--- config.mk ---
export PLATFORM = sky130hd
export DESIGN_NAME = fct_plane_store
export DESIGN_NICKNAME = d
export VERILOG_FILES = /design/src/design/fct_pkg.sv /design/src/design/fct_plane_store.sv
export SDC_FILE = /design/constraint.sdc
export NUM_CORES = 2
export LEC_CHECK = 0
export BUFFER_PORTS_ARGS = -buffer_cell sky130_fd_sc_hd__buf_2
export CAP_MARGIN = 25
export CORE_ASPECT_RATIO = 2
export CORE_MARGIN = 10
export CORE_UTILIZATION = 36
export CTS_CLUSTER_SIZE = 20
export DETAILED_ROUTE_END_ITERATION = 7
export PLACE_DENSITY = 0.54
export SYNTH_ARGS = -nofsm -noshare
export SYNTH_HDL_FRONTEND = slang
export SYNTH_SLANG_ARGS = --single-unit
--- constraint.sdc ---
create_clock -name i_clk -period 7.4 [get_ports i_clk]
set_clock_uncertainty 0.1 [all_clocks]
set_input_delay 1.48 -clock i_clk [delete_from_list [all_inputs] [get_ports i_clk]]
set_output_delay 1.48 -clock i_clk [all_outputs]
set_load 0.005 [all_outputs]
--- src/design/fct_pkg.sv ---
// fct_pkg: shared constants, operation codes and plane layout for the frustum culler
// no dependencies
package fct_pkg;

    localparam int COORD_WIDTH_DEF = 32;
    localparam int FRAC_BITS_DEF   = 16;
    localparam int NUM_PLANES      = 6;
    localparam int NUM_AXES        = 3;
    localparam int NUM_ROWS        = 4;
    localparam int NUM_COMPS       = 4;

    typedef enum logic [1:0] {
        OP_LOAD   = 2'd0,
        OP_POINT  = 2'd1,
        OP_SPHERE = 2'd2,
        OP_BOX    = 2'd3
    } t_op;

    localparam logic [1:0] ROW_D = 2'd3;

    // planes 1, 2 and 4 take the difference d - row, the rest the sum
    localparam logic [NUM_PLANES-1:0] PLANE_SUB = 6'b010110;

    function automatic logic [1:0] plane_src(input int unsigned idx);
        logic [31:0] v;
        v = 32'(idx) >> 1;
        return v[1:0];
    endfunction

endpackage

--- src/design/fct_plane_store.sv ---
// fct_plane_store: matrix vector registers and the six rebuilt plane coefficients
// depends on fct_pkg
module fct_plane_store #(
    parameter int CW = fct_pkg::COORD_WIDTH_DEF
) (
    input  logic                 i_clk,
    input  logic                 i_rst_n,
    input  logic                 i_we,
    input  logic [1:0]           i_row,
    input  logic signed [CW-1:0] i_vec   [fct_pkg::NUM_COMPS],
    output logic signed [CW:0]   o_plane [fct_pkg::NUM_PLANES][fct_pkg::NUM_COMPS]
);

    logic signed [CW-1:0] r_mstore [fct_pkg::NUM_ROWS][fct_pkg::NUM_COMPS];
    logic signed [CW-1:0] n_mstore [fct_pkg::NUM_ROWS][fct_pkg::NUM_COMPS];
    logic signed [CW:0]   r_plane  [fct_pkg::NUM_PLANES][fct_pkg::NUM_COMPS];
    logic signed [CW:0]   n_plane  [fct_pkg::NUM_PLANES][fct_pkg::NUM_COMPS];

    always_comb begin
        n_mstore = r_mstore;
        if (i_we) begin
            n_mstore[i_row] = i_vec;
        end
        for (int i = 0; i < fct_pkg::NUM_PLANES; i++) begin
            for (int k = 0; k < fct_pkg::NUM_COMPS; k++) begin
                if (fct_pkg::PLANE_SUB[i]) begin
                    n_plane[i][k] = (CW+1)'(n_mstore[fct_pkg::ROW_D][k])
                                  - (CW+1)'(n_mstore[fct_pkg::plane_src(i)][k]);
                end else begin
                    n_plane[i][k] = (CW+1)'(n_mstore[fct_pkg::ROW_D][k])
                                  + (CW+1)'(n_mstore[fct_pkg::plane_src(i)][k]);
                end
            end
        end
    end

    always_ff @(posedge i_clk) begin
        if (!i_rst_n) begin
            for (int r = 0; r < fct_pkg::NUM_ROWS; r++) begin
                for (int k = 0; k < fct_pkg::NUM_COMPS; k++) begin
                    r_mstore[r][k] <= '0;
                end
            end
            for (int i = 0; i < fct_pkg::NUM_PLANES; i++) begin
                for (int k = 0; k < fct_pkg::NUM_COMPS; k++) begin
                    r_plane[i][k] <= '0;
                end
            end
        end else if (i_we) begin
            r_mstore <= n_mstore;
            r_plane  <= n_plane;
        end
    end

    assign o_plane = r_plane;

endmodule

==> results by group <==
Hold path
  • Hold Crit Start: o_plane[419]
  • Instance count along the most critical hold path: 2
  • Tightest Hold Check Type: flip-flop to flip-flop
  • Worst Hold Endpoint: o_plane[419]

Clock tree
  • CTS Hold Buffers Added: 0
  • Clock tree from TritonCTS: done
  • H-tree lvl count: 4
  • Clock buffers created by TritonCTS: 145
  • Max Buffers Root-to-Sink: 4
  • Root cell of the clock tree: sky130_fd_sc_hd__clkbuf_16
  • Latest clock arrival within the worst-skew pair: 0.86 ns
  • Count of clock tree sinks: 1,292
  • Number of gates resized after CTS: 0
  • Clk slew on worst S/H paths: 0.07 ns
  • Setup Fix Bufs, Post-CTS: 0

Routing
  • Residual DRC: 0
  • Aggregate routed wire length: 388 mm
  • DR WL/cell: 27.6 um
  • DRT iter0 DRCs: 4,843
  • Antenna-violating nets left: 0
  • Number of vias in the routed layout: 77.5k
  • Total iterations of the first detailed-routing run: 6
  • Via-per-instance ratio: 5.51

Power
  • Leakage power: 45.6 nW
  • Internal cell power: 14.1 mW
  • Switch Pwr: 7.94 mW
  • Power per Cell Area: 230 nW/um^2
  • Proportion of power drawn by flip-flops and latches: 0.355
  • Switching Share: 0.360
  • Total Power Consumption: 22.1 mW
  • Combinational power share: 0.297
  • Clock power frac: 0.348
  • Peak supply drop: 0.171 mV

STA
  • Slew HR: 0.276
  • Period utilisation layout: 0.830
  • Highest clock frequency the design can meet: 163 MHz
  • Final-report max-slew violation count: 0
  • Sum of negative setup slack: 0 ns
  • Slew at the pin closest to its max-slew limit: 1.08 ns
  • Hold violation count in the final report: 0
  • Final setup violation count: 0
  • Setup repair after global routing missed its margin: no
  • Minimum clock period: 6.14 ns

Floorplanning
  • Initial core utilization: 0.361
  • Die Y: 702 um
  • Full die area: 253,000 sq um
  • X dimension of the die: 361 um
  • Placement Rows: 250
  • I/O pin cnt: 925
  • Placeable core region: 232,000 sq um

Placement
  • Estimated wirelength of the detail-placed design: 312 mm
  • Number of port buffers: 924
  • Cell count after placement: 13.8k
  • Final estimated routing congestion in global placement: 0.984

Worst setup path
  • Minimum setup slack among reg-to-reg paths: 2.44 ns
  • Cell count of the worst reg-to-reg path: 18
  • Worst endpoint data arrival time: 6.74 ns
  • Setup CP Type: input port to flip-flop
  • Crit. End Element: flip-flop
  • Category of the worst setup path launch point: input port
  • Worst path required time: 8.00 ns
  • Critical register-to-register path startpoint: r_mstore[64]
  • Critical-path maximum fanout: 48
  • Crit Reg-Reg Endpoint: o_plane[756]

Layout
  • Number of nets at the end of the flow: 11.8k
  • Post-synthesis to final-layout area growth: 14.7%
  • Layout cells sized above 1: 0.140
  • Final cell count without fillers: 14.1k

Logic synthesis
  • Cell with the most instances after synthesis: sky130_fd_sc_hd__nor2_1
  • Leading cell types by count after synthesis: sky130_fd_sc_hd__nor2_1, sky130_fd_sc_hd__dfxtp_1, sky130_fd_sc_hd__a21oi_1
  • Syn nets: 11.3k
  • Leading register cell type out of synthesis: sky130_fd_sc_hd__dfxtp_1
  • Distinct cell type count of the synthesized netlist: 94
  • Sequential fraction of the synthesis area: 0.309
  • Cell count after synthesis: 10.3k
  • Number of flops mapped to enable cells by yosys: 0
  • Average footprint of a synthesized cell: 8.10 sq um
  • Fraction of synthesis flops using an asynchronous set or reset pin: 0
  • Proportion of netlist area held by the largest area contributor: 0.309
  • Most area-hungry cell type in the Yosys netlist: sky130_fd_sc_hd__dfxtp_1
  • Count of yosys warnings during synthesis: 0
  • Synth Register Bits: 1,292
  • Leading cell types by total area after synthesis: sky130_fd_sc_hd__dfxtp_1, sky130_fd_sc_hd__ha_1, sky130_fd_sc_hd__nor2_1
  • Post-synthesis instance area: 83,700 sq um

Outcome
  • Run status: complete, no violations

Global routing
  • Vias in the first global route: 77.0k
  • Maximum number of pins on one net before global-route repair: 156
  • Wire length of the first global-routing pass: 549 mm
  • Initial antenna violation count: 27
  • Overall fraction of global-route tracks in use: 0.291
  • Total gr overflow: 0

Job
  • Max-capacitance violation count: 0
## registers in the layout, summed over array words and instances, names as in the netlist
name      cells
o_plane     780
r_mstore    512
## cells in the final DEF, fill, tap and decap left out, types with 149 or more instances in the layout
cell type                   count
sky130_fd_sc_hd__a211oi_1     257
sky130_fd_sc_hd__dfxtp_1     1292
sky130_fd_sc_hd__nand2_1      468
sky130_fd_sc_hd__buf_4        154
sky130_fd_sc_hd__o21bai_1     207
sky130_fd_sc_hd__buf_2        922
sky130_fd_sc_hd__and2_1       151
sky130_fd_sc_hd__nor2_1      1503
sky130_fd_sc_hd__a21o_1       168
sky130_fd_sc_hd__nor3_1       167
sky130_fd_sc_hd__a21oi_1      857
sky130_fd_sc_hd__clkbuf_16    149
sky130_fd_sc_hd__xnor2_1      530
sky130_fd_sc_hd__o21ai_0      515
sky130_fd_sc_hd__ha_1         765
sky130_fd_sc_hd__mux2i_1      540
sky130_fd_sc_hd__inv_1        736
## final cells by class
cell class / instances / area (sq um)
flip-flops and latches: 1292 / 25900
inverters: 747 / 2820
multi-input cells: 7644 / 52600
clock buffers: 184 / 4060
clock inverters: 68 / 778
diodes: 14 / 35.0
well taps: 3024 / 3780
repair buffers: 1091 / 6080
fillers: 23900 / 136000
## stage by stage
| step | cell area [sq um] | hold slack, ns | setup slack [ns] | utilization |
|---|---|---|---|---|
| after detailed placement | 91100 | 0.340 | 0.531 | 0.393 |
| after floorplan | 83700 | 0.342 | 0.219 | - |
| after global routing | 96000 | 0.377 | 1.05 | 0.414 |
| final | 96000 | 0.351 | 1.26 | 0.414 |
| after global placement | 91100 | 0.336 | 0.519 | 0.393 |
| after CTS | 95900 | 0.356 | 1.44 | 0.414 |
## worst max-delay path: stages
cell                       delay [ns]
sky130_fd_sc_hd__buf_8           0.13
sky130_fd_sc_hd__and2_2          0.23
sky130_fd_sc_hd__nand2_4         0.27
sky130_fd_sc_hd__buf_12          0.30
sky130_fd_sc_hd__mux2_2          0.48
sky130_fd_sc_hd__ha_1            0.43
sky130_fd_sc_hd__or3_1           0.39
sky130_fd_sc_hd__o21ai_0         0.29
sky130_fd_sc_hd__o31a_1          0.31
sky130_fd_sc_hd__a31oi_1         0.19
sky130_fd_sc_hd__a211oi_1        0.81
sky130_fd_sc_hd__nor2_1          0.19
sky130_fd_sc_hd__o31ai_1         0.55
sky130_fd_sc_hd__a31oi_1         0.16
sky130_fd_sc_hd__a211oi_1        0.23
sky130_fd_sc_hd__o22ai_1         0.11
## per-layer routing
| metal | vias up | GRT usage | routed length (um) |
|---|---|---|---|
| li1 | 36800 | - | - |
| met1 | 37600 | 0.323 | 151000 |
| met2 | 2398 | 0.522 | 192000 |
| met3 | 577 | 0.0605 | 23800 |
| met4 | 10 | 0.144 | 21600 |
| met5 | - | 0 | 46 |
## power groups by stage
stage	clock, mW	sequential (mW)	combinational (mW)
floorplan	0	7.88	3.79
global placement	0	7.99	6.51
detailed placement	0	7.99	6.50
CTS	7.90	7.84	6.55
global route	8.09	7.89	7.04
finish	7.69	7.85	6.55
## worst max-delay path by stage
stage,cells after the start,startpoint,slack [ns],to
CTS,19,i_we,1.44,o_plane[659]
floorplan,22,i_we,0.22,o_plane[488]
finish,16,i_we,1.26,o_plane[164]
global route,19,i_we,1.05,o_plane[659]
global placement,19,i_row[0],0.52,o_plane[723]
detailed placement,19,i_row[0],0.53,o_plane[723]
## cell families after synthesis
kind of cell	share of synthesized area
DFF	0.309
xor gates and xnor gates	0.0655
AOI/OAI and AO/OA	0.206
muxes	0.0831
buffers and inverters	0.0635
adders and majority gates	0.120
and+or+nand+nor	0.153
Note: power is estimated with default switching activity, not from simulation.
